===== config.mk =====
export PLATFORM = sky130hd
export DESIGN_NAME = prl_ram
export DESIGN_NICKNAME = d
export VERILOG_FILES = /design/src/hdl/prl_ram.sv
export SDC_FILE = /design/constraint.sdc
export NUM_CORES = 1
export LEC_CHECK = 0
export ABC_CLOCK_PERIOD_IN_PS = 2500
export BUFFER_PORTS_ARGS = -buffer_cell sky130_fd_sc_hd__buf_2
export CELL_PAD_IN_SITES_DETAIL_PLACEMENT = 1
export CELL_PAD_IN_SITES_GLOBAL_PLACEMENT = 2
export CORE_MARGIN = 2
export CORE_UTILIZATION = 40
export DETAILED_ROUTE_END_ITERATION = 10
export PLACE_DENSITY = 0.68
export SLEW_MARGIN = 0
export SYNTH_ARGS = -nofsm -noshare
export SYNTH_HDL_FRONTEND = slang
export SYNTH_SLANG_ARGS = --single-unit

===== constraint.sdc =====
create_clock -name clk -period 2.5 [get_ports clk]
set_input_delay 0.25 -clock clk [delete_from_list [all_inputs] [get_ports clk]]
set_output_delay 0.25 -clock clk [all_outputs]
set_load 0.05 [all_outputs]

===== src/hdl/prl_ram.sv =====
// Generic single-write, single-read RAM with registered read data.
module prl_ram #(
    parameter int WIDTH = 8,
    parameter int DEPTH = 64
) (
    input  logic                     clk,
    input  logic                     we,
    input  logic [$clog2(DEPTH)-1:0] waddr,
    input  logic [WIDTH-1:0]         wdata,
    input  logic                     re,
    input  logic [$clog2(DEPTH)-1:0] raddr,
    output logic [WIDTH-1:0]         rdata
);

    logic [WIDTH-1:0] mem_reg [DEPTH];
    logic [WIDTH-1:0] rdata_reg;

    // Write port
    always_ff @(posedge clk)
    begin
        if (we)
        begin
            mem_reg[waddr] <= wdata;
        end
    end

    // Read port, data held while no read is issued
    always_ff @(posedge clk)
    begin
        if (re)
        begin
            rdata_reg <= mem_reg[raddr];
        end
    end

    assign rdata = rdata_reg;

endmodule


==> results_dict.tcl, run 1 <==
set metrics [dict create \
    outcome "completed" \
    overflow 0 \
    cts_sinks 520 \
    rr_startpoint "mem_reg[21][6]" \
    pin_count 31 \
    ys_seq_area_share_pct 77.1 \
    io_buffers 30 \
    nets 1126 \
    htree_num_levels 2 \
    p_leak_nw 7.59 \
    critPathSlowestCell "mux4_2" \
    path_clk_slew_ns 0.06 \
    syn_area_um2 20200 \
    dp_hpwl_mm 32.5 \
    largest_register_ffs 512 \
    antenna_found_initial 0 \
    clockBufferDepth 3 \
    cts_buffers 53 \
    final_max_slew_viol_count 0 \
    drive_gt1_share_pct 32.3 \
    ys_types 39 \
    fin_crit_ns 2.21 \
    yosysWarnings 0 \
    drc 0 \
    min-delay-path-class "in -> reg" \
    cts_setup_buffers 0 \
    dp.cells 1718 \
    relSlewSlack_pct 35.5 \
    grt.total_usage_pct 19.6 \
    seq_area_um2 15600 \
    worstHoldStart "re" \
    startpoint "mem_reg[21][6]" \
    end_kind "flop" \
    initial_core_util_pct 40.4 \
    rsz0062_at_grt "no" \
    via_per_inst 5.51 \
    ir_drop_uv 464 \
    cp.arrival_ns 2.55 \
    antennaDiodeCount 0 \
    drt_iter0_markers 941 \
    firstDrtPassIters 5 \
    crit_fanout 1 \
    wl_per_cell_um 27.7 \
    instances_no_fill 1813 \
    grt_pass1_vias 10667 \
    finalCritPeriodShare_pct 88.4 \
    ys.flop_type "edfxtp_1" \
    gp_congestion 0.787 \
    die-area_um2 52400 \
    synth_fp_nets 963 \
    clkLatencyLatePin_ns 0.60 \
    grt_max_degree 45 \
    postPlaceCellArea_um2 22000 \
    multiInputGateArea_um2 4320 \
    worstSetupStartpointType "flop" \
    synth_seq_cells 520 \
    cts_resized 0 \
    synth_cells 940 \
    finalHoldViolCount 0 \
    tightest_slew_ns 0.968 \
    crit_path_cell_trace "mux4_2 > mux2_2 > o221a_2 > nor3_1 > buf_4 > o32ai_1" \
    root_buffer "clkbuf_16" \
    num_vias 9994 \
    synth_enable_flop_cells 520 \
    crit_type "reg -> reg" \
    die_w_um 229 \
    drt_wl_total_mm 50.2 \
    cts_hold_buffers 2 \
    num_rows 82 \
    finalClockSkew_ns 0.0207 \
    ant_nets 0 \
    fillers 4646 \
    grt_pass1_wl_mm 74.5 \
    async_flop_share_pct 0 \
    drv_cap 0 \
    fp.dieH_um 229 \
    powerDensity_nw_per_um2 770 \
    cts_tree "built" \
    setup_viol 0 \
    max_freq_mhz 452 \
    worstPathRequired_ns 2.83 \
    coreArea_um2 50100 \
    fin_area_um2 23700 \
    max_stage_delay_ns 0.48 \
    area_growth_pct 16.9 \
    final_util_pct 47.3 \
    post_synth.cell_area_avg_um2 21.5 \
]
## synth_stat cells, drive strengths merged, types with 3 or more instances
cell,n,area [um2]
edfxtp,520,15600
mux4,126,2840
nor2,83,312
buf,34,253
mux2i,23,230
nand2,19,71.3
clkbuf,17,63.8
nor2b,14,87.6
mux2,13,146
nand3,13,65.1
o221ai,8,70.1
o22ai,8,50.1
nand2b,7,43.8
nor3,7,35.0
a221oi,6,52.6
a211oi,4,30.0
o21ai,4,20.0
a21oi,3,15.0
a22oi,3,22.5
nand3b,3,22.5
o2111ai,3,26.3
o2bb2ai,3,26.3
## per-stage QoR
step	TNS, ns	setup slack [ns]	power [mW]	hold slack [ns]
final	0	0.289	18.2	0.0536
after global routing	0	0.257	18.7	0.0501
after CTS	0	0.270	18.4	0.0264
after detailed placement	-0.0515	-0.0382	10.9	0.550
after global placement	-0.0188	-0.0188	10.9	0.545
after floorplan	0	0.444	10.4	0.349
## where the power goes
part / internal, mW / switching, mW / total [mW]
clock: 4.30 / 3.19 / 7.49
combinational: 0.402 / 0.620 / 1.02
sequential: 9.67 / 0.0308 / 9.70
total: 14.4 / 3.84 / 18.2
## final cells by class
class	count	share of cell area, %
clock buffer	69	5.86
clock inverter	24	0.925
multi-input combinational	369	18.2
sequential	520	66.0
tap	672	3.55
timing repair buffer	159	5.44
## per-layer routing
layer / vias to the layer above / GRT usage [%] / part of all wire, %
met5: - / 0 / 0
met4: 0 / 6.98 / 3.2
met1: 5383 / 27.8 / 44
li1: 4264 / - / -
met3: 87 / 2.79 / 5.0
met2: 260 / 31.3 / 48
## cells by family (layout without fill, tap and decap cells)
family / count (synthesis) / in the layout / share of synthesized area (%)
mux: 162 / 162 / 15.9
buf+inv: 51 / 252 / 1.56
simple gates: 153 / 153 / 3.37
compound gates: 54 / 54 / 2.06
flops: 520 / 520 / 77.1
## critical path, delay by kind of cell, from the launching register on
kind	cells	cell delay, ns
flops	1	0.37
mux	2	0.75
simple gates	1	0.31
compound gates	2	0.36
buf+inv	1	0.18
## worst paths after layout
check	end	slack [ns]	depth (start not counted)
setup reg to reg	rdata[6]	0.29	6
hold / removal	rdata[6]	0.05	1
setup / recovery	rdata[6]	0.29	6
hold reg to reg	rdata[6]	0.96	3
## cells in the final DEF (no fill, tap or decap), drive strengths merged, types with 2 or more instances in the layout
master / instances
nand3: 13
dlygate4sd3: 2
o2bb2ai: 3
o221ai: 8
edfxtp: 520
bufinv: 4
nand2b: 7
buf: 156
nand2: 19
o2111ai: 3
nor4: 2
nor3: 7
clkinv: 19
a22oi: 3
mux2: 13
o22ai: 8
nor2: 83
mux2i: 23
nand3b: 3
o221a: 2
a221oi: 6
a21oi: 3
o32ai: 2
a2111oi: 2
o41ai: 2
o21a: 2
mux4: 126
clkbuf: 70
nor2b: 14
a211oi: 4
o21ai: 4
nand4: 2
No activity file was read; power rests on OpenSTA's default activity.
==> run 2: changes to the inputs <==
- CORE_MARGIN: 2 -> 4
==> run 2 against run 1 <==
Against the previous run:
- hold slack improved by 0.015 ns
- global-route usage decreased by 0.72 points
- via count grew 0.75%
- clock-buffer cell count down 4
- die area grew 3.5%
- critical path type unchanged
- critical endpoint is now rdata[4]
==> results_dict.tcl, run 2 (synthesis results as in run 1) <==
set metrics [dict create \
    outcome "completed" \
    worstHoldStart "re" \
    drt_wl_total_mm 49.9 \
    startpoint "mem_reg[29][4]" \
    htree_num_levels 2 \
    nets 1139 \
    tightest_slew_ns 0.930 \
    fin_crit_ns 2.40 \
    drc 0 \
    p_leak_nw 7.68 \
    worstSetupStartpointType "flop" \
    seq_area_um2 15600 \
    rsz0062_at_grt "no" \
    final_max_slew_viol_count 0 \
    cts_tree "built" \
    dp_hpwl_mm 32.3 \
    cts_sinks 520 \
    finalHoldViolCount 0 \
    layout_common_cells "edfxtp_1, buf_4, mux4_2" \
    relSlewSlack_pct 38.0 \
    rr_startpoint "mem_reg[29][4]" \
    area_growth_pct 17.7 \
    finalSetupTns_ns 0 \
    grt_max_degree 65 \
    reg2reg_slack_ns 0.10 \
    fp.dieH_um 233 \
    dp.cells 1733 \
    finalCritPeriodShare_pct 95.9 \
    cts_setup_buffers 0 \
    ant_nets 0 \
    r2r_cells 6 \
    finalClockSkew_ns 0.0230 \
    firstDrtPassIters 4 \
    num_rows 82 \
    worstReg2RegEnd "rdata[4]" \
    grt_pass1_wl_mm 74.0 \
    num_vias 10069 \
    holdPathStages 1 \
    ir_drop_uv 448 \
    coreArea_um2 50100 \
    cts_buffers 53 \
    crit_type "reg -> reg" \
    drv_cap 0 \
    gp_congestion 0.783 \
    powerDensity_nw_per_um2 772 \
    initial_core_util_pct 40.4 \
    setup_viol 0 \
    final_common_cell "edfxtp_1" \
    multiInputGateArea_um2 4320 \
    largest_register_ffs 512 \
    worstHoldEndpoint "rdata[7]" \
    overflow 0 \
    crit_fanout 1 \
    grt_pass1_vias 10629 \
    die_w_um 233 \
    wl_per_cell_um 27.3 \
    max_freq_mhz 417 \
    fillers 4642 \
    end_kind "flop" \
    root_buffer "clkbuf_16" \
    drive_gt1_share_pct 33.4 \
    antenna_found_initial 1 \
    clockBufferDepth 3 \
    via_per_inst 5.50 \
    worstPathRequired_ns 2.82 \
    drt_iter0_markers 972 \
    cts_resized 0 \
    pin_count 31 \
    cp.arrival_ns 2.72 \
    cts_hold_buffers 0 \
    grt.total_usage_pct 18.9 \
    path_clk_slew_ns 0.06 \
    clkLatencyLatePin_ns 0.61 \
    min-delay-path-class "in -> reg" \
    io_buffers 30 \
    instances_no_fill 1831 \
    die-area_um2 54300 \
    antennaDiodeCount 0 \
]
-- run 2: cell count changes in the layout (fill, tap and decap cells not counted), sizes merged --
| cell | delta |
|---|---|
| buf | +15 |
| clkinv | +5 |
| clkbuf | -4 |
| clkinvlp | +4 |
| dlygate4sd3 | -2 |
-- run 2: per-layer routing --
layer,track usage (%),wire [um],vias up
li1,-,-,4290
met1,26.7,21800,5448
met2,30.7,24400,275
met3,3.87,2890,56
met4,4.03,834,0
met5,0,0,-
-- run 2: area by class of cell --
class / instances / share of cell area [%]
sequential: 520 / 65.5
clock inverter: 33 / 1.10
clock buffer: 65 / 5.93
tap: 672 / 3.53
timing repair buffer: 172 / 5.84
multi-input combinational: 369 / 18.1
-- run 2: power by group --
part	switching (mW)	internal (mW)	total, mW	leakage [nW]
logic	0.627	0.413	1.04	2.18
clock network	3.24	4.42	7.66	0.812
registers	0.0265	9.67	9.70	4.69
-- run 2: worst max-delay path by stage --
stage	to	slack, ns
floorplan	rdata[3]	0.44
global placement	rdata[4]	-0.09
detailed placement	rdata[4]	-0.11
CTS	rdata[4]	0.06
global route	rdata[4]	0.04
finish	rdata[4]	0.10
-- run 2: critical path: stages (launching register included) --
cell and delay, ns:
edfxtp_1 0.37, mux4_2 0.47, mux2_2 0.28, o221a_2 0.29
nor3_1 0.45, buf_4 0.19, o32ai_1 0.07
-- run 2: per-stage QoR --
stage | util [%] | instance area [um2] | setup slack (ns) | hold slack (ns) | total power, mW
final | 47.6 | 23800 | 0.103 | 0.0688 | 18.4
after global routing | 47.6 | 23800 | 0.0378 | 0.0493 | 19.0
after CTS | 47.6 | 23800 | 0.0585 | 0.0535 | 18.6
after detailed placement | 44.3 | 22200 | -0.108 | 0.679 | 10.9
after global placement | 44.3 | 22200 | -0.0851 | 0.672 | 10.9
after floorplan | - | 20200 | 0.444 | 0.349 | 10.4
