==> config.mk <==
export PLATFORM = sky130hd
export DESIGN_NAME = prl_queue
export DESIGN_NICKNAME = d
export VERILOG_FILES = /design/src/hdl/prl_pkg.sv /design/src/hdl/prl_queue.sv
export SDC_FILE = /design/constraint.sdc
export NUM_CORES = 1
export LEC_CHECK = 0
export CAP_MARGIN = 20
export CORE_ASPECT_RATIO = 1.2
export CORE_MARGIN = 2
export CORE_UTILIZATION = 65
export DETAILED_ROUTE_END_ITERATION = 7
export DONT_BUFFER_PORTS = 1
export PLACE_DENSITY = 0.83
export RECOVER_POWER = 100
export SETUP_SLACK_MARGIN = 0.1
export SLEW_MARGIN = 20
export SYNTH_ARGS = -nofsm -noshare
export SYNTH_HDL_FRONTEND = slang
export SYNTH_SLANG_ARGS = --single-unit
==> constraint.sdc <==
create_clock -name clk -period 15.2 [get_ports clk]
set_input_delay 2.28 -clock clk [delete_from_list [all_inputs] [get_ports clk]]
set_output_delay 2.28 -clock clk [all_outputs]
set_load 0.03 [all_outputs]
==> src/hdl/prl_pkg.sv <==
// Shared types, codes and sizes for the positional record list unit.
package prl_pkg;

    // Field widths fixed by the interface
    localparam int REQ_W    = 3;
    localparam int POS_W    = 7;
    localparam int ID_W     = 32;
    localparam int NAME_W   = 64;
    localparam int MARK_W   = 8;
    localparam int STATUS_W = 2;

    // Default list depth (range 2..127, bounded by the position width)
    localparam int DEPTH_DEF = 64;

    // Command queue between front and back
    localparam int QUEUE_DEPTH = 2;

    // Request codes
    localparam logic [REQ_W-1:0] REQ_CLEAR     = 3'd0;
    localparam logic [REQ_W-1:0] REQ_INSERT    = 3'd1;
    localparam logic [REQ_W-1:0] REQ_DELETE    = 3'd2;
    localparam logic [REQ_W-1:0] REQ_FIND_ID   = 3'd3;
    localparam logic [REQ_W-1:0] REQ_FIND_NAME = 3'd4;
    localparam logic [REQ_W-1:0] REQ_FIND_MARK = 3'd5;

    // Result status codes
    localparam logic [STATUS_W-1:0] ST_OK        = 2'd0;
    localparam logic [STATUS_W-1:0] ST_NOT_FOUND = 2'd1;
    localparam logic [STATUS_W-1:0] ST_FULL      = 2'd2;
    localparam logic [STATUS_W-1:0] ST_BAD_POS   = 2'd3;

    // Classified command kinds
    typedef enum logic [2:0] {
        CMD_CLEAR,
        CMD_INSERT,
        CMD_DELETE,
        CMD_FIND_ID,
        CMD_FIND_NAME,
        CMD_FIND_MARK,
        CMD_REJECT
    } cmd_kind_t;

    // One stored record
    typedef struct packed {
        logic signed [ID_W-1:0] id;
        logic [NAME_W-1:0]      name;
        logic [MARK_W-1:0]      mark;
    } rec_t;

    // Command handed from front to back; count is the list length before it
    typedef struct packed {
        cmd_kind_t           kind;
        logic [STATUS_W-1:0] status;
        logic [POS_W-1:0]    pos;
        logic [POS_W-1:0]    count;
        rec_t                rec;
    } cmd_t;

endpackage

==> src/hdl/prl_queue.sv <==
// Short command queue between front and back.
module prl_queue import prl_pkg::*; (
    input  logic clk,
    input  logic rst_n,
    input  logic push,
    input  cmd_t push_cmd,
    output logic full,
    input  logic pop,
    output logic q_valid,
    output cmd_t q_cmd
);

    localparam int QAW = $clog2(QUEUE_DEPTH);

    cmd_t             entries_reg [QUEUE_DEPTH];
    logic [QAW-1:0]   wr_ptr_reg;
    logic [QAW-1:0]   rd_ptr_reg;
    logic [QAW:0]     fill_reg;

    assign full    = fill_reg == (QAW+1)'(QUEUE_DEPTH);
    assign q_valid = fill_reg != '0;
    assign q_cmd   = entries_reg[rd_ptr_reg];

    // Entry storage
    always_ff @(posedge clk)
    begin
        if (push)
        begin
            entries_reg[wr_ptr_reg] <= push_cmd;
        end
    end

    // Pointers and fill level
    always_ff @(posedge clk or negedge rst_n)
    begin
        if (!rst_n)
        begin
            wr_ptr_reg <= '0;
            rd_ptr_reg <= '0;
            fill_reg   <= '0;
        end
        else
        begin
            if (push)
            begin
                wr_ptr_reg <= wr_ptr_reg + QAW'(1);
            end
            if (pop)
            begin
                rd_ptr_reg <= rd_ptr_reg + QAW'(1);
            end
            if (push && !pop)
            begin
                fill_reg <= fill_reg + (QAW+1)'(1);
            end
            else if (pop && !push)
            begin
                fill_reg <= fill_reg - (QAW+1)'(1);
            end
        end
    end

endmodule

==> results.md, run 1 <==
- The flow ran to the end, but the final reports show violations.
- The checks that failed: design-rule violations, max-capacitance violations, max-slew violations.
- The synthesized design contains 246 enable-type register cells.
- For this design the static power due to leakage is between 3 and 4 nW.
- Routability-driven placement finished with a final weighted congestion of approximately 0.75.
- After routing, the total negative slack on setup checks comes to 0 ns.
- 0 antenna diodes ended up in the layout.
- The initial utilization of the core area, before any placement, comes to 0.671.
- In this run the number of H-tree levels came out at 1.
- STA classifies the critical path startpoint as a flip-flop.
- Of the post-synthesis cell area, the part taken by muxes is 0.173.
- Of the total synthesized cell area, the portion taken by AND, OR, NAND and NOR gates is 0.00309.
- The top cell type's share of synthesized area is 0.794.
- The type of the most critical hold path is reg -> reg.
- The critical path is of the reg -> out type.
- In this run the worst path has a maximum fanout of between 60 and 70.
- The fraction of registers with async set/reset is 0.0160.
- The number of distinct library cells after synthesis is 14.
- Synthesis handed over a netlist of 399 instances.
- The utilization after layout is 0.716.
- The die covers 0.0153 mm2.
- Summed over all layers, the global routing overflow is 0.
- The via count of the first global-routing pass came to 3884.
- Clock latency on the worst-skew pair, taken at its later pin, is 0.49 ns.
- The cell area power density is 216 mW/mm2.
- The worst setup path is captured at an output port.
- The adder-cell share of the synthesized area is 0.00134.
- The data arrival time of the critical path is 5.79 ns.
- The post-cts gate resize count is 0.
- The mean cell area of the mapped netlist is ~23 um2.
- Summing all placed instances gives a cell area of 0.00944 mm2.
- The half-perimeter wire length of the detailed placement result is 9.80 mm.
- Relative to the synthesized area, the layout overhead comes to 6.72%.
- The post-detailed-routing wire length is approximately 15 mm.
- The number of antenna violations at the first check in global routing is 0.
- The most frequent cell after synthesis is edfxtp_1.
- The via-per-instance ratio is 6.10.
- With fillers left out, the area of the finished cells amounts to 0.00993 mm2.
- In the final routed layout, each cell accounts on average for 25.4 um.
- The flip-flop count of the largest register, all copies and words added is 246.
- Setup repair after global routing left no endpoint under its margin.
- The count of filler cells inserted in the layout is 830.
- The row count is 47.
- TritonCTS built the clock tree.
- The upper clock frequency limit is around 120 MHz.
- The total clock buffers created by CTS is 23.
- The floorplan step set the die height to 135 um.
- The post-synthesis sequential element count is 250.
- The clock drives 250 sinks.
- The via count of the routed design is 3661.
- Buffers inserted to repair hold after CTS numbered 0.
- The hold violation total from the final report is 0.
- The total setup violations reported at the end of the flow is 0.
- For the pin with the worst max-slew slack, the measured transition is between 4 and 5 ns.
- After floorplanning, the core was sized to cover 0.0139 mm2.
- The dominant register cell in the synthesized netlist is edfxtp_1.
- The count of buffers added on input and output ports is 0.
- The total of max-cap violations is 6.
- The number of DRC markers in iteration 0 is 320.
- The post-route worst hold slack is a little under 0.5 ns.
- The net count of the finished layout is 542.
- The commonest cells after synthesis are edfxtp_1, mux2_2, mux2_4, buf_6, buf_2.
- The leading area contributor after synthesis is edfxtp_1.
- Clock-pin slew was measured on the worst setup and hold paths at 0.06 ns.
- Entering global routing, the biggest net connects 91 pins.
- The number of nets in the synthesized netlist is 527.
- The worst vdd rail ir drop is 0.000122 V.
- For the worst setup path, the data required time is 12.92 ns.
- The main combinational cell family by area after synthesis is multiplexers.
- The proportion of synthesized chip area in sequential cells is 0.805.
- In the final layout, the share of cells above drive strength 1 is 0.0793.
- The post-synthesis compound-gate area fraction is 0.
- Measured against its own limit, the worst slew margin works out to -2.22.
- The shortest clock period the worst path allows after layout is ~8.1 ns.
- The wire length of the first global-routing pass is 21.7 mm.
- Yosys attributes the largest share of cell area to edfxtp_1, mux2_4, mux2_2.
- On the final layout, the worst clock skew is 0.00822 ns.
- Setup slack on the worst reg-to-reg path comes out at 9.03 ns.
- The clock root buffer is clkbuf_16.
- The synthesized-area fraction occupied by xor and xnor cells is 0.00471.
- The Yosys step of the flow raised 0 warnings.
- The combined global-route utilization of all metal layers is 0.188.
- Dividing the final minimum period by the clock period gives 0.531.
- The longest clock path from root to sink contains 3 buffers.
- The number of buffers inserted to repair setup after CTS is 0.
- The cell area that synthesis handed to floorplanning was just over 0.009 mm2.
- The number of iterations in the first detailed-routing pass is 8.
- The number of max-slew violations in the final report is 379.
- For this run, design rule violations remaining after detail routing come to 16.
- The floorplan die width is 113 um.
- between 200 and 300 I/O pins were placed.
- The residual antenna-violating net count after detailed routing is 0.
per-layer routing:
layer | track usage | share of wire | up-vias
met2 | 0.339 | 0.53 | 192
met5 | 0 | 0 | -
met1 | 0.193 | 0.32 | 1834
met3 | 0.0844 | 0.12 | 32
met4 | 0.0678 | 0.026 | 0
li1 | - | - | 1603
report_power, final:
group / internal, W / switching, W
clock: 0.000328 / 0.000228
sequential: 0.000932 / 0.0000606
combinational: 0.000130 / 0.000463
total: 0.00139 / 0.000751
layout by cell type (no fill, tap or decap), drive strengths merged:
cell / netlist / routed
bufinv: 0 / 3
xnor2: 1 / 1
nor2: 1 / 1
or2: 1 / 1
dfrtp: 4 / 4
nor2b: 2 / 2
clkinv: 0 / 9
clkbuf: 0 / 30
xor2: 4 / 4
mux2: 123 / 123
and2: 1 / 1
ha: 1 / 1
clkinvlp: 0 / 2
inv: 1 / 1
edfxtp: 246 / 246
worst max-delay path, stage by stage, from the launching register on:
cell	delay [ns]
dfrtp_1	1.98
clkbuf_1	2.61
mux2_1	0.64
path summary, 6_finish.rpt:
path	depth (start not counted)	from	endpoint
setup / recovery	2	rd_ptr_reg$_DFFE_PN0P_	q_cmd[70]
hold / removal	1	fill_reg[1]$_DFFE_PN0P_	fill_reg[1]$_DFFE_PN0P_
min in group asynchronous	0	rst_n	rd_ptr_reg$_DFFE_PN0P_
hold reg to reg	1	fill_reg[1]$_DFFE_PN0P_	fill_reg[1]$_DFFE_PN0P_
setup reg to reg	2	wr_ptr_reg$_DFFE_PN0P_	entries_reg[1][30]$_DFFE_PP_
max in group asynchronous	0	rst_n	fill_reg[0]$_DFFE_PN0P_
kinds of logic after synthesis:
family	after synthesis
DFF	250
muxes	123
buffers and inverters	15
xor gates and xnor gates	5
and+or+nand+nor	5
adders and majority gates	1
per-stage QoR:
stage | worst slack, ns | power (W) | cells
floorplan | 6.96 | 0.00164 | 399
global placement | 10.49 | 0.00167 | 560
detailed placement | 10.43 | 0.00170 | 560
CTS | 9.90 | 0.00225 | 600
global route | 6.57 | 0.00222 | 600
finish | 7.13 | 0.00214 | 600
layout make-up:
| cell class | count | area [um2] | share of cell area |
|---|---|---|---|
| well taps | 171 | 214 | 0.0215 |
| flip-flops and latches | 250 | 7490 | 0.754 |
| multi-input cells | 134 | 1480 | 0.149 |
| inverters | 1 | 3.75 | 0.000378 |
| clock inverters | 14 | 148 | 0.0149 |
| repair buffers | 4 | 15.0 | 0.00151 |
| clock buffers | 26 | 587 | 0.0591 |
Power figures use the tool's default switching activity.
==> inputs of run 2 (changes only) <==
CORE_UTILIZATION = 62   (was 65)
PLACE_DENSITY = 0.8   (was 0.83)
clock period = 8 ns   (was 15.2 ns; I/O delays follow)
==> run 2 against run 1 <==
- the run ends with max-capacitance violations, max-slew violations left
- routed wire length rose by 2.1%
- sequential share of layout area shrank 1.0 points
- sequential cell count unchanged
==> results.md, run 2 (synthesis gave the netlist of run 1 again) <==
- The type of the most critical hold path is in -> async (was reg -> reg).
- The antenna cell count is 0 (unchanged).
- The number of DRC markers in iteration 0 is 254 (was 320).
- The number of cells on the critical path is 2 (unchanged).
- The post-route clock skew is 0.00837 ns (was 0.00822 ns).
- The endpoint kind of the worst setup timing path is a flip-flop (was output port).
- The fraction of final layout cells sized beyond drive strength 1 is 0.0922 (was 0.0793).
- The wire length of the first global-routing pass was 22.2 mm (was 21.7 mm).
- The area of the placeable core is 0.0148 mm2 (was 0.0139 mm2).
- The area of the multi-input gates is 0.00148 mm2 (unchanged).
- The clock root buffer is clkbuf_16 (unchanged).
- The post-detailed-routing wire length is 15.5 mm (was 15.2 mm).
- The flip-flop and latch area is 0.00749 mm2 (unchanged).
- The total setup violations reported at the end of the flow is 0 (unchanged).
- The sum of buffers and inverters on the critical path is 1 (unchanged).
- The combined global-route utilization of all metal layers is 0.186 (was 0.188).
- The global-route track usage on met1 is 0.192 (was 0.193).
- The highest net fanout along the worst path came to 66 (unchanged).
- The setup total negative slack came to 0 ns (unchanged).
- The half-perimeter wire length of the detailed placement result was 10.2 mm (was 9.80 mm).
- The number of buffers between clock root and the deepest sink was 3 (unchanged).
- CP cell instances: and2_0 -> buf_4 (was clkbuf_1 -> mux2_1).
- The count of non-filler cells in the finished layout came to 638 (was 600).
- The number of buffers inserted by hold repair at cts is 0 (unchanged).
- The total clock buffers created by CTS is 24 (was 23).
- The critical path startpoint was push (was rd_ptr_reg$_DFFE_PN0P_).
- The number of buffers inserted to repair setup after CTS is 0 (unchanged).
- Outcome: finished, violations left (unchanged).
- The post-route DRC violation count was 0 (was 16).
- The effective utilization at floorplan is 0.627 (was 0.671).
- The fraction of met3 tracks used by global routing is 0.0960 (was 0.0844).
- Based on the critical path, the design can be clocked at up to just over 200 MHz.
- The layout net count is 544 (was 542).
- The family of cells with the greatest summed delay on the critical path is simple AND/OR/NAND/NOR gates (was buffers and inverters).
- The endpoint of the most critical setup path is entries_reg[1][24]$_DFFE_PP_ (was q_cmd[70]).
- Counting I/O delays and the setup requirement, the final critical path takes 4.84 ns.
- The clock tree from TritonCTS was built (unchanged).
- The flip-flop count of the largest register, all copies and words added is 246 (unchanged).
- The routability-driven placement congestion ratio is 0.752 (was 0.748).
- The wire length per cell is 24.4 um (was 25.4 um).
- The cell area after layout came to 0.0101 mm2 (was 0.00993 mm2).
- The floorplan die width is 116 um (was 113 um).
- The post-cts gate resize count is 0 (unchanged).
- The row count is 49 (was 47).
- The hold violation total from the final report was 0 (unchanged).
- The clock slew seen by the registers of the worst setup and hold paths is 0.06 ns (about the same).
- Setup repair after global routing missed its margin: no (unchanged).
- The highest-utilization routing layer at the global route stage is met2 (unchanged).
- The slowest library cell on the worst path is and2_0 (was clkbuf_1).
- The source-to-sink clock delay at the later pin of the worst-skew pair is 0.49 ns (about the same).
- The number of sinks driven by the clock tree is 250 (unchanged).
- The critical path class was in -> reg (was reg -> out).
- The worst reg2reg path endpoint is entries_reg[1][24]$_DFFE_PP_ (was entries_reg[1][30]$_DFFE_PP_).
- The data arrival time of the critical path was 4.95 ns (was 5.79 ns).
- The count of filler cells inserted in the layout came to 981 (was 830).
- The most common library cell in the layout ignoring fill and taps is edfxtp_1 (unchanged).
- The number of iterations in the first detailed-routing pass is 4 (was 8).
- The residual overflow from global routing is 0 (unchanged).
- The worst vdd rail ir drop was 0.000300 V (was 0.000122 V).
- The residual antenna-violating net count after detailed routing was 0 (unchanged).
- The die area is 0.0160 mm2 (was 0.0153 mm2).
- The number of max-slew violations in the final report is 184 (was 379).
- The worst-case headroom to the max-slew limit is -1.47 (was -2.22).
- Commonest cells after routing, fill and taps aside: edfxtp_1, mux2_1, clkbuf_16, clkbuf_1 (was edfxtp_1, mux2_1, clkbuf_16, clkbuf_1, clkinv_1).
- The pin count of the biggest net entering global routing is 78 (was 91).
- The endpoint required time on the critical path is 8.11 ns (was 12.92 ns).
- The total placed cells including tap cells is 593 (was 560).
- The cell area power density came to 409 mW/mm2 (was 216 mW/mm2).
- The total of max-cap violations came to 3 (was 6).
- The area after detailed placement was 0.00949 mm2 (was 0.00944 mm2).
- The delay contributed by the slowest stage of the critical path is 2.65 ns (was 2.61 ns).
- The launching element type of the critical path is a primary input (was flip-flop).
- The H-tree depth is 1 (unchanged).
- The relative area change from synthesis to final layout is 8.17% (was 6.72%).
- The met2 global-route usage is 0.318 (was 0.339).
- The via count of the first global-routing pass came to 3955 (was 3884).
- The via-per-instance ratio came to 5.73 (was 6.10).
- The quantity of I/O buffers inserted on ports is 0 (unchanged).
- The sum of internal, switching and leakage power is 0.00412 W (was 0.00214 W).
- The reg-to-reg setup timing slack is 3.48 ns (was 9.03 ns).
- The worst reg2reg path depth is 2 (unchanged).
- Violations in the final reports: max-capacitance violations, max-slew violations (was design-rule violations, max-capacitance violations, max-slew violations).
- The leakage component of the power is 3.31 nW (was 3.26 nW).
- The height of the die is 138 um (was 135 um).
- The number of antenna violations at the first check in global routing was 1 (was 0).
- The critical register-to-register path startpoint is wr_ptr_reg$_DFFE_PN0P_ (unchanged).
- The number of top-level design ports is 252 (unchanged).
- The actual transition at the worst max-transition pin came to 3.71 ns (was 4.83 ns).
- Of the available clock period, the critical path in the final layout requires 0.605.
- The via count of the routed design is 3654 (was 3661).
==> run 2: power by group <==
part           internal, W  total, W  switching, W
clock             0.000669   0.00111      0.000438
combinational     0.000246   0.00116      0.000916
sequential         0.00176   0.00185     0.0000904
==> run 2: per-layer routing <==
metal  part of all wire  vias to the layer above  wire length (um)
met3               0.14                       36              2240
li1                   -                     1607                 -
met2               0.51                      206              7910
met5            0.00084                        -                13
met1               0.32                     1803              4960
met4              0.027                        2               418
==> run 2: final cells by class <==
cell class	count	share of cell area
multi-input combinational	134	0.147
clock buffer	30	0.0640
clock inverter	14	0.0148
tap	204	0.0254
timing repair buffer	5	0.00497
sequential	250	0.744
inverter	1	0.000373
==> run 2: worst min-delay path by stage <==
| stage | start | to | slack, ns |
|---|---|---|---|
| final | rst_n | wr_ptr_reg$_DFFE_PN0P_ | 0.39 |
| after global routing | rst_n | rd_ptr_reg$_DFFE_PN0P_ | 0.37 |
| after CTS | rst_n | wr_ptr_reg$_DFFE_PN0P_ | 0.37 |
| after detailed placement | fill_reg[1]$_DFFE_PN0P_ | fill_reg[1]$_DFFE_PN0P_ | 0.50 |
| after global placement | fill_reg[1]$_DFFE_PN0P_ | fill_reg[1]$_DFFE_PN0P_ | 0.47 |
| after floorplan | fill_reg[1]$_DFFE_PN0P_ | fill_reg[1]$_DFFE_PN0P_ | 0.45 |
==> run 2: metrics by stage <==
step                      worst slack, ns  utilization  hold slack [ns]
after CTS                            3.72        0.693            0.373
after global routing                 2.71        0.679            0.366
after floorplan                     0.844            -            0.447
after detailed placement             4.27        0.639            0.503
after global placement               4.35        0.639            0.467
final                                3.16        0.679            0.394
