--- src/hdl/prl_pkg.sv ---
// Shared types, codes and sizes for the positional record list unit.
package prl_pkg;

    // Field widths fixed by the interface
    localparam int REQ_W    = 3;
    localparam int POS_W    = 7;
    localparam int ID_W     = 32;
    localparam int NAME_W   = 64;
    localparam int MARK_W   = 8;
    localparam int STATUS_W = 2;

    // Default list depth (range 2..127, bounded by the position width)
    localparam int DEPTH_DEF = 64;

    // Command queue between front and back
    localparam int QUEUE_DEPTH = 2;

    // Request codes
    localparam logic [REQ_W-1:0] REQ_CLEAR     = 3'd0;
    localparam logic [REQ_W-1:0] REQ_INSERT    = 3'd1;
    localparam logic [REQ_W-1:0] REQ_DELETE    = 3'd2;
    localparam logic [REQ_W-1:0] REQ_FIND_ID   = 3'd3;
    localparam logic [REQ_W-1:0] REQ_FIND_NAME = 3'd4;
    localparam logic [REQ_W-1:0] REQ_FIND_MARK = 3'd5;

    // Result status codes
    localparam logic [STATUS_W-1:0] ST_OK        = 2'd0;
    localparam logic [STATUS_W-1:0] ST_NOT_FOUND = 2'd1;
    localparam logic [STATUS_W-1:0] ST_FULL      = 2'd2;
    localparam logic [STATUS_W-1:0] ST_BAD_POS   = 2'd3;

    // Classified command kinds
    typedef enum logic [2:0] {
        CMD_CLEAR,
        CMD_INSERT,
        CMD_DELETE,
        CMD_FIND_ID,
        CMD_FIND_NAME,
        CMD_FIND_MARK,
        CMD_REJECT
    } cmd_kind_t;

    // One stored record
    typedef struct packed {
        logic signed [ID_W-1:0] id;
        logic [NAME_W-1:0]      name;
        logic [MARK_W-1:0]      mark;
    } rec_t;

    // Command handed from front to back; count is the list length before it
    typedef struct packed {
        cmd_kind_t           kind;
        logic [STATUS_W-1:0] status;
        logic [POS_W-1:0]    pos;
        logic [POS_W-1:0]    count;
        rec_t                rec;
    } cmd_t;

endpackage

--- src/hdl/prl_back.sv ---
// Back end: walks the record memory for shifts and searches and drives the result register.
module prl_back import prl_pkg::*; #(
    parameter int DEPTH = DEPTH_DEF
) (
    input  logic                       clk,
    input  logic                       rst_n,
    input  logic                       q_valid,
    input  cmd_t                       q_cmd,
    output logic                       pop,
    output logic                       ram_we,
    output logic [$clog2(DEPTH)-1:0]   ram_waddr,
    output rec_t                       ram_wdata,
    output logic                       ram_re,
    output logic [$clog2(DEPTH)-1:0]   ram_raddr,
    input  rec_t                       ram_rdata,
    output logic                       rsp_valid,
    input  logic                       rsp_stall,
    output logic [STATUS_W-1:0]        status,
    output logic [POS_W-1:0]           found_position,
    output logic signed [ID_W-1:0]     found_id,
    output logic [NAME_W-1:0]          found_name,
    output logic [MARK_W-1:0]          found_mark,
    output logic                       last_result
);

    localparam int AW = $clog2(DEPTH);

    typedef enum logic [2:0] {
        ST_IDLE,
        ST_GRAB,
        ST_MOVE,
        ST_FINISH,
        ST_SCAN,
        ST_REPORT
    } state_t;

    state_t               state_reg,     state_next;
    cmd_kind_t            kind_reg,      kind_next;
    logic                 up_reg,        up_next;
    logic [AW-1:0]        ra_reg,        ra_next;
    logic [AW-1:0]        end_reg,       end_next;
    logic [AW-1:0]        pa_reg,        pa_next;
    logic                 rd_more_reg,   rd_more_next;
    logic                 pend_reg,      pend_next;
    logic                 hit_reg,       hit_next;
    logic [POS_W-1:0]     pos_reg,       pos_next;
    rec_t                 rec_reg,       rec_next;
    rec_t                 key_reg,       key_next;
    logic                 rsp_valid_reg, rsp_valid_next;
    logic [STATUS_W-1:0]  status_reg,    status_next;
    logic [POS_W-1:0]     fpos_reg,      fpos_next;
    rec_t                 frec_reg,      frec_next;
    logic                 last_reg,      last_next;

    logic                 out_free;
    logic                 match;
    logic                 hit_now;
    logic                 scan_hold;
    logic [POS_W-1:0]     cnt_dec;
    logic [POS_W-1:0]     pos_dec;
    logic [POS_W-1:0]     held_dec;

    assign out_free = !rsp_valid_reg || !rsp_stall;
    assign cnt_dec  = q_cmd.count - POS_W'(1);
    assign pos_dec  = q_cmd.pos - POS_W'(1);
    assign held_dec = pos_reg - POS_W'(1);

    // Key compare on the word just read
    always_comb
    begin
        case (kind_reg)
            CMD_FIND_ID:   match = ram_rdata.id == key_reg.id;
            CMD_FIND_NAME: match = ram_rdata.name == key_reg.name;
            CMD_FIND_MARK: match = ram_rdata.mark == key_reg.mark;
            default:       match = 1'b0;
        endcase
    end

    assign hit_now   = pend_reg && match;
    assign scan_hold = hit_now && hit_reg && !out_free;

    // Sequencer
    always_comb
    begin
        state_next     = state_reg;
        kind_next      = kind_reg;
        up_next        = up_reg;
        ra_next        = ra_reg;
        end_next       = end_reg;
        pa_next        = pa_reg;
        rd_more_next   = rd_more_reg;
        pend_next      = pend_reg;
        hit_next       = hit_reg;
        pos_next       = pos_reg;
        rec_next       = rec_reg;
        key_next       = key_reg;
        rsp_valid_next = rsp_valid_reg && rsp_stall;
        status_next    = status_reg;
        fpos_next      = fpos_reg;
        frec_next      = frec_reg;
        last_next      = last_reg;
        pop            = 1'b0;
        ram_we         = 1'b0;
        ram_waddr      = pa_reg;
        ram_wdata      = ram_rdata;
        ram_re         = 1'b0;
        ram_raddr      = ra_reg;

        unique case (state_reg)
            ST_IDLE:
            begin
                if (q_valid)
                begin
                    kind_next = q_cmd.kind;
                    unique case (q_cmd.kind)
                        CMD_CLEAR,
                        CMD_REJECT:
                        begin
                            if (out_free)
                            begin
                                pop            = 1'b1;
                                rsp_valid_next = 1'b1;
                                status_next    = (q_cmd.kind == CMD_CLEAR) ? ST_OK
                                                                           : q_cmd.status;
                                fpos_next      = '0;
                                frec_next      = '0;
                                last_next      = 1'b1;
                            end
                        end
                        CMD_INSERT:
                        begin
                            pop          = 1'b1;
                            rec_next     = q_cmd.rec;
                            pos_next     = q_cmd.pos;
                            up_next      = 1'b1;
                            ra_next      = cnt_dec[AW-1:0];
                            end_next     = pos_dec[AW-1:0];
                            rd_more_next = q_cmd.count >= q_cmd.pos;
                            pend_next    = 1'b0;
                            state_next   = ST_MOVE;
                        end
                        CMD_DELETE:
                        begin
                            pop          = 1'b1;
                            ram_re       = 1'b1;
                            ram_raddr    = pos_dec[AW-1:0];
                            pos_next     = q_cmd.pos;
                            up_next      = 1'b0;
                            ra_next      = q_cmd.pos[AW-1:0];
                            end_next     = cnt_dec[AW-1:0];
                            rd_more_next = q_cmd.pos < q_cmd.count;
                            pend_next    = 1'b0;
                            state_next   = ST_GRAB;
                        end
                        CMD_FIND_ID,
                        CMD_FIND_NAME,
                        CMD_FIND_MARK:
                        begin
                            pop          = 1'b1;
                            key_next     = q_cmd.rec;
                            ra_next      = '0;
                            end_next     = cnt_dec[AW-1:0];
                            rd_more_next = q_cmd.count != '0;
                            pend_next    = 1'b0;
                            hit_next     = 1'b0;
                            state_next   = ST_SCAN;
                        end
                        default:
                        begin
                        end
                    endcase
                end
            end

            // Removed record arrives from memory
            ST_GRAB:
            begin
                rec_next   = ram_rdata;
                state_next = ST_MOVE;
            end

            // One entry moved per cycle: read one slot, write the previous read one over
            ST_MOVE:
            begin
                if (pend_reg)
                begin
                    ram_we    = 1'b1;
                    ram_waddr = up_reg ? pa_reg + AW'(1) : pa_reg - AW'(1);
                    ram_wdata = ram_rdata;
                end
                if (rd_more_reg)
                begin
                    ram_re    = 1'b1;
                    pend_next = 1'b1;
                    pa_next   = ra_reg;
                    if (ra_reg == end_reg)
                    begin
                        rd_more_next = 1'b0;
                    end
                    else
                    begin
                        ra_next = up_reg ? ra_reg - AW'(1) : ra_reg + AW'(1);
                    end
                end
                else
                begin
                    pend_next = 1'b0;
                end
                if (!rd_more_reg && !pend_reg)
                begin
                    state_next = ST_FINISH;
                end
            end

            // Place the new record (insert) and report
            ST_FINISH:
            begin
                if (out_free)
                begin
                    if (kind_reg == CMD_INSERT)
                    begin
                        ram_we    = 1'b1;
                        ram_waddr = held_dec[AW-1:0];
                        ram_wdata = rec_reg;
                    end
                    rsp_valid_next = 1'b1;
                    status_next    = ST_OK;
                    fpos_next      = pos_reg;
                    frec_next      = rec_reg;
                    last_next      = 1'b1;
                    state_next     = ST_IDLE;
                end
            end

            // One entry compared per cycle unless the output stalls; a hit is held until the next hit
            ST_SCAN:
            begin
                if (!scan_hold)
                begin
                    if (hit_now && hit_reg)
                    begin
                        rsp_valid_next = 1'b1;
                        status_next    = ST_OK;
                        fpos_next      = pos_reg;
                        frec_next      = rec_reg;
                        last_next      = 1'b0;
                    end
                    if (hit_now)
                    begin
                        rec_next = ram_rdata;
                        pos_next = POS_W'(pa_reg) + POS_W'(1);
                        hit_next = 1'b1;
                    end
                    if (rd_more_reg)
                    begin
                        ram_re    = 1'b1;
                        pend_next = 1'b1;
                        pa_next   = ra_reg;
                        if (ra_reg == end_reg)
                        begin
                            rd_more_next = 1'b0;
                        end
                        else
                        begin
                            ra_next = ra_reg + AW'(1);
                        end
                    end
                    else
                    begin
                        pend_next = 1'b0;
                    end
                    if (!rd_more_reg && !pend_reg)
                    begin
                        state_next = ST_REPORT;
                    end
                end
            end

            // Final search result: the held hit, or not found
            ST_REPORT:
            begin
                if (out_free)
                begin
                    rsp_valid_next = 1'b1;
                    last_next      = 1'b1;
                    if (hit_reg)
                    begin
                        status_next = ST_OK;
                        fpos_next   = pos_reg;
                        frec_next   = rec_reg;
                    end
                    else
                    begin
                        status_next = ST_NOT_FOUND;
                        fpos_next   = '0;
                        frec_next   = '0;
                    end
                    state_next = ST_IDLE;
                end
            end

            default:
            begin
                state_next = ST_IDLE;
            end
        endcase
    end

    // State and result register
    always_ff @(posedge clk or negedge rst_n)
    begin
        if (!rst_n)
        begin
            state_reg     <= ST_IDLE;
            kind_reg      <= CMD_CLEAR;
            up_reg        <= 1'b0;
            ra_reg        <= '0;
            end_reg       <= '0;
            pa_reg        <= '0;
            rd_more_reg   <= 1'b0;
            pend_reg      <= 1'b0;
            hit_reg       <= 1'b0;
            pos_reg       <= '0;
            rec_reg       <= '0;
            key_reg       <= '0;
            rsp_valid_reg <= 1'b0;
            status_reg    <= ST_OK;
            fpos_reg      <= '0;
            frec_reg      <= '0;
            last_reg      <= 1'b0;
        end
        else
        begin
            state_reg     <= state_next;
            kind_reg      <= kind_next;
            up_reg        <= up_next;
            ra_reg        <= ra_next;
            end_reg       <= end_next;
            pa_reg        <= pa_next;
            rd_more_reg   <= rd_more_next;
            pend_reg      <= pend_next;
            hit_reg       <= hit_next;
            pos_reg       <= pos_next;
            rec_reg       <= rec_next;
            key_reg       <= key_next;
            rsp_valid_reg <= rsp_valid_next;
            status_reg    <= status_next;
            fpos_reg      <= fpos_next;
            frec_reg      <= frec_next;
            last_reg      <= last_next;
        end
    end

    assign rsp_valid      = rsp_valid_reg;
    assign status         = status_reg;
    assign found_position = fpos_reg;
    assign found_id       = frec_reg.id;
    assign found_name     = frec_reg.name;
    assign found_mark     = frec_reg.mark;
    assign last_result    = last_reg;

endmodule

--- config.mk ---
export PLATFORM = sky130hd
export DESIGN_NAME = prl_back
export DESIGN_NICKNAME = d
export VERILOG_FILES = /design/src/hdl/prl_pkg.sv /design/src/hdl/prl_back.sv
export SDC_FILE = /design/constraint.sdc
export NUM_CORES = 1
export LEC_CHECK = 0
export BUFFER_PORTS_ARGS = -buffer_cell sky130_fd_sc_hd__buf_4
export CELL_PAD_IN_SITES_DETAIL_PLACEMENT = 1
export CELL_PAD_IN_SITES_GLOBAL_PLACEMENT = 2
export CORE_MARGIN = 2
export CORE_UTILIZATION = 29
export CTS_BUF_LIST = sky130_fd_sc_hd__clkbuf_4 sky130_fd_sc_hd__clkbuf_8
export DETAILED_ROUTE_END_ITERATION = 7
export HOLD_SLACK_MARGIN = 0.05
export PLACE_DENSITY = 0.71
export SLEW_MARGIN = 20
export SYNTH_ARGS = -nofsm -noshare
export SYNTH_HDL_FRONTEND = slang
export SYNTH_SLANG_ARGS = --single-unit
--- constraint.sdc ---
create_clock -name clk -period 6.4 [get_ports clk]
set_clock_uncertainty 0.2 [all_clocks]
set_input_delay 0.96 -clock clk [delete_from_list [all_inputs] [get_ports clk]]
set_output_delay 0.96 -clock clk [all_outputs]
set_load 0.1 [all_outputs]
==> flow_metrics.tcl <==
set metrics [dict create \
    antenna_left 0 \
    grt-ovfl-total 0 \
    grt_max_degree 126 \
    cp_data_arrival_time_ns 4.38 \
    syn2layout_area_growth_pct 29.7 \
    io_pins 465 \
    ys_ff_latch 358 \
    grt_use_total_pct 21.1 \
    hp-start "end_reg[2]" \
    syn_inst 1675 \
    p_sw_w 0.00818 \
    path_class "register to primary output" \
    p_leak_nw 11.5 \
    start_util_pct 29.4 \
    seq_area_mm2 0.00896 \
    cts_tree "yes" \
    p_per_area_mw_per_mm2 611 \
    tightest_slew_ns 1.07 \
    required_ns 5.24 \
    p_seq_share_pct 27.4 \
    cts_sinks 358 \
    slew_headroom_pct 28.4 \
    io_buffers 464 \
    period_minus_slack_ns 5.54 \
    r2r_slack_ns 2.08 \
    clk_pin_slew_worst_paths_ns 0.06 \
    dp_hpwl_um 53500 \
    h-tree-depth 3 \
    final_max_slew_viol_count 0 \
    hold_violations 0 \
    nFillCells 7255 \
    place_congestion 0.835 \
    core_region_area_mm2 0.0674 \
    clockBufferDepth 3 \
    crit_fanout 14 \
    p_int_w 0.00750 \
    place_area_mm2 0.0241 \
    p_sw_share_pct 52.2 \
    ff2ff_path_depth 8 \
    multi_input_area_mm2 0.0102 \
    routed_via_density 5.12 \
    first_global_vias 16899 \
    core.rowCount 95 \
    finalSetupTns_ns 0 \
    finalCritPeriodShare_pct 86.6 \
    cp-end-kind "primary output" \
    firstDrtPassIters 4 \
    num_vias 15569 \
    cp-startpoint "pend_reg" \
    r2r-start "pend_reg" \
    rr_endpoint "found_name[21]" \
    rsz0062_at_grt "false" \
    clock_power_share_pct 15.8 \
    finalWirelength_um 75100 \
    wl_per_cell_um 24.7 \
    die_area_mm2 0.0703 \
    fin_area_mm2 0.0257 \
    num-nets-final 2367 \
    synth_area_mm2 0.0198 \
    crit_end "ram_re" \
    status "finished clean" \
    hp-class "register to register" \
    die_y_um 265 \
    layout-drive-gt1-share_pct 51.1 \
    start_kind "register" \
    antenna_found_initial 9 \
    syn_area_per_cell_um2 11.8 \
    clkLatencyLatePin_ns 0.65 \
    numCtsBuffers 70 \
    cap_violations 0 \
    setup_viol 0 \
    ctsResizeCount 0 \
    die_w_um 265 \
    cts_root_buffer "clkbuf_8" \
    grt_pass1_wl_um 112000 \
    synth.yosys.seq_area_share_pct 45.3 \
    drt_iter0_drc 600 \
    syn_nets 1924 \
    synth_edf_count 0 \
    drcViolationCount 0 \
    yosys_warnings 0 \
    ir_worst_vdd_v 0.000760 \
    fmax_ghz 0.180 \
    power_frac_comb_pct 56.8 \
    synth_cell_types 64 \
    ys.flop_type "dfrtp_1" \
    power.total_w 0.0157 \
    async_flop_share_pct 100 \
]
==> power groups by stage <==
stage | sequential, W | combinational, W | clock [W]
floorplan | 0.00612 | 0.00466 | 0
detailed placement | 0.00434 | 0.00901 | 0
global route | 0.00446 | 0.00937 | 0.00267
finish | 0.00430 | 0.00891 | 0.00248
global placement | 0.00429 | 0.00890 | 0
CTS | 0.00431 | 0.00903 | 0.00256
==> synth_stat cells (4+ instances only) <==
cell / number / area (µm²)
a22oi_1: 5 / 37.5
nor2b_1: 4 / 25.0
buf_4: 4 / 30.0
nand4_1: 15 / 93.8
o21a_1: 112 / 841
buf_2: 14 / 70.1
o21ai_0: 28 / 140
nand3_1: 19 / 95.1
a31o_2: 111 / 972
a31oi_1: 5 / 31.3
nor4_1: 43 / 269
nor2_1: 56 / 210
o31ai_1: 4 / 30.0
a21o_1: 4 / 30.0
nor3_1: 9 / 45.0
mux2_2: 371 / 4180
xnor2_1: 31 / 272
mux2i_1: 15 / 150
xor2_1: 104 / 911
dfrtp_1: 358 / 8960
buf_8: 6 / 90.1
buf_1: 10 / 37.5
a21oi_1: 33 / 165
clkbuf_1: 84 / 315
ha_1: 17 / 213
mux2_1: 60 / 676
inv_1: 28 / 105
o22ai_1: 12 / 75.1
nand2_1: 51 / 191
==> per-layer routing <==
layer / wire, µm / track usage, % / vias up
li1: - / - / 7070
met1: 31600 / 26.1 / 7992
met2: 37300 / 36.3 / 390
met3: 4170 / 5.32 / 107
met4: 1910 / 6.32 / 10
met5: 61 / 0 / -
==> worst max-delay path, cell delays in order, from the launching register on <==
cell and delay (ns):
dfrtp_1 0.65, nand3b_1 0.45, nor4_1 0.95, and4_1 0.43, a211oi_1 0.09, buf_4 0.21, o211ai_2 0.42, o21ai_0 0.23
buf_4 0.29
==> cells in the final DEF (no fill, tap or decap), drive strengths merged, types with 12 or more instances in the layout <==
cell type    n
nand4       15
dfrtp      358
mux2i       15
o21ai       28
xor2       104
clkbuf     112
xnor2       31
mux2       431
o21a       112
nand3       19
nor2        56
buf        489
inv         32
nor4        43
ha          17
a31o       111
a21oi       34
nand2       51
o22ai       12
==> how the worst min path moves through the flow <==
stage	end	slack [ns]	depth (start not counted)
after global routing	key_reg[2]	0.31	2
after floorplan	end_reg[0]	0.27	2
after CTS	found_name[19]	0.23	1
final	end_reg[2]	0.30	2
after detailed placement	end_reg[1]	0.30	2
after global placement	end_reg[2]	0.29	2
==> area by class of cell <==
class | instances | area share (%)
timing repair buffer | 490 | 14.7
multi-input combinational | 1169 | 39.9
clock inverter | 9 | 0.375
tap | 873 | 4.26
sequential | 358 | 34.9
antenna | 2 | 0.0195
clock buffer | 112 | 5.42
inverter | 29 | 0.424
==> through the flow <==
step / std cells / hold slack [ns] / setup WS, ns / utilization [%]
floorplan: 1675 / 0.270 / 1.06 / -
global placement: 2917 / 0.287 / 1.33 / 35.8
detailed placement: 2917 / 0.297 / 1.35 / 35.8
CTS: 3038 / 0.234 / 0.775 / 38.0
global route: 3042 / 0.306 / 0.589 / 38.1
finish: 3042 / 0.303 / 0.859 / 38.1
==> cells by family after synthesis <==
logic type / count (synthesis) / share of synthesized area (%)
AO/OA/AOI/OAI: 345 / 13.2
XOR/XNOR: 135 / 5.98
adder cells (fa/ha/maj): 18 / 1.18
buffers and inverters: 148 / 3.35
flip-flops: 358 / 45.3
multiplexers: 446 / 25.3
AND/OR/NAND/NOR: 225 / 5.75
==> what timing repair did <==
| action | CTS | global route |
|---|---|---|
| hold endpoints to repair | 0 | 5 |
| setup buffers | 0 | 0 |
| hold buffers | 0 | 1 |
| endpoints found under the setup margin | 0 | 0 |
(Power assumes the default switching activity.)
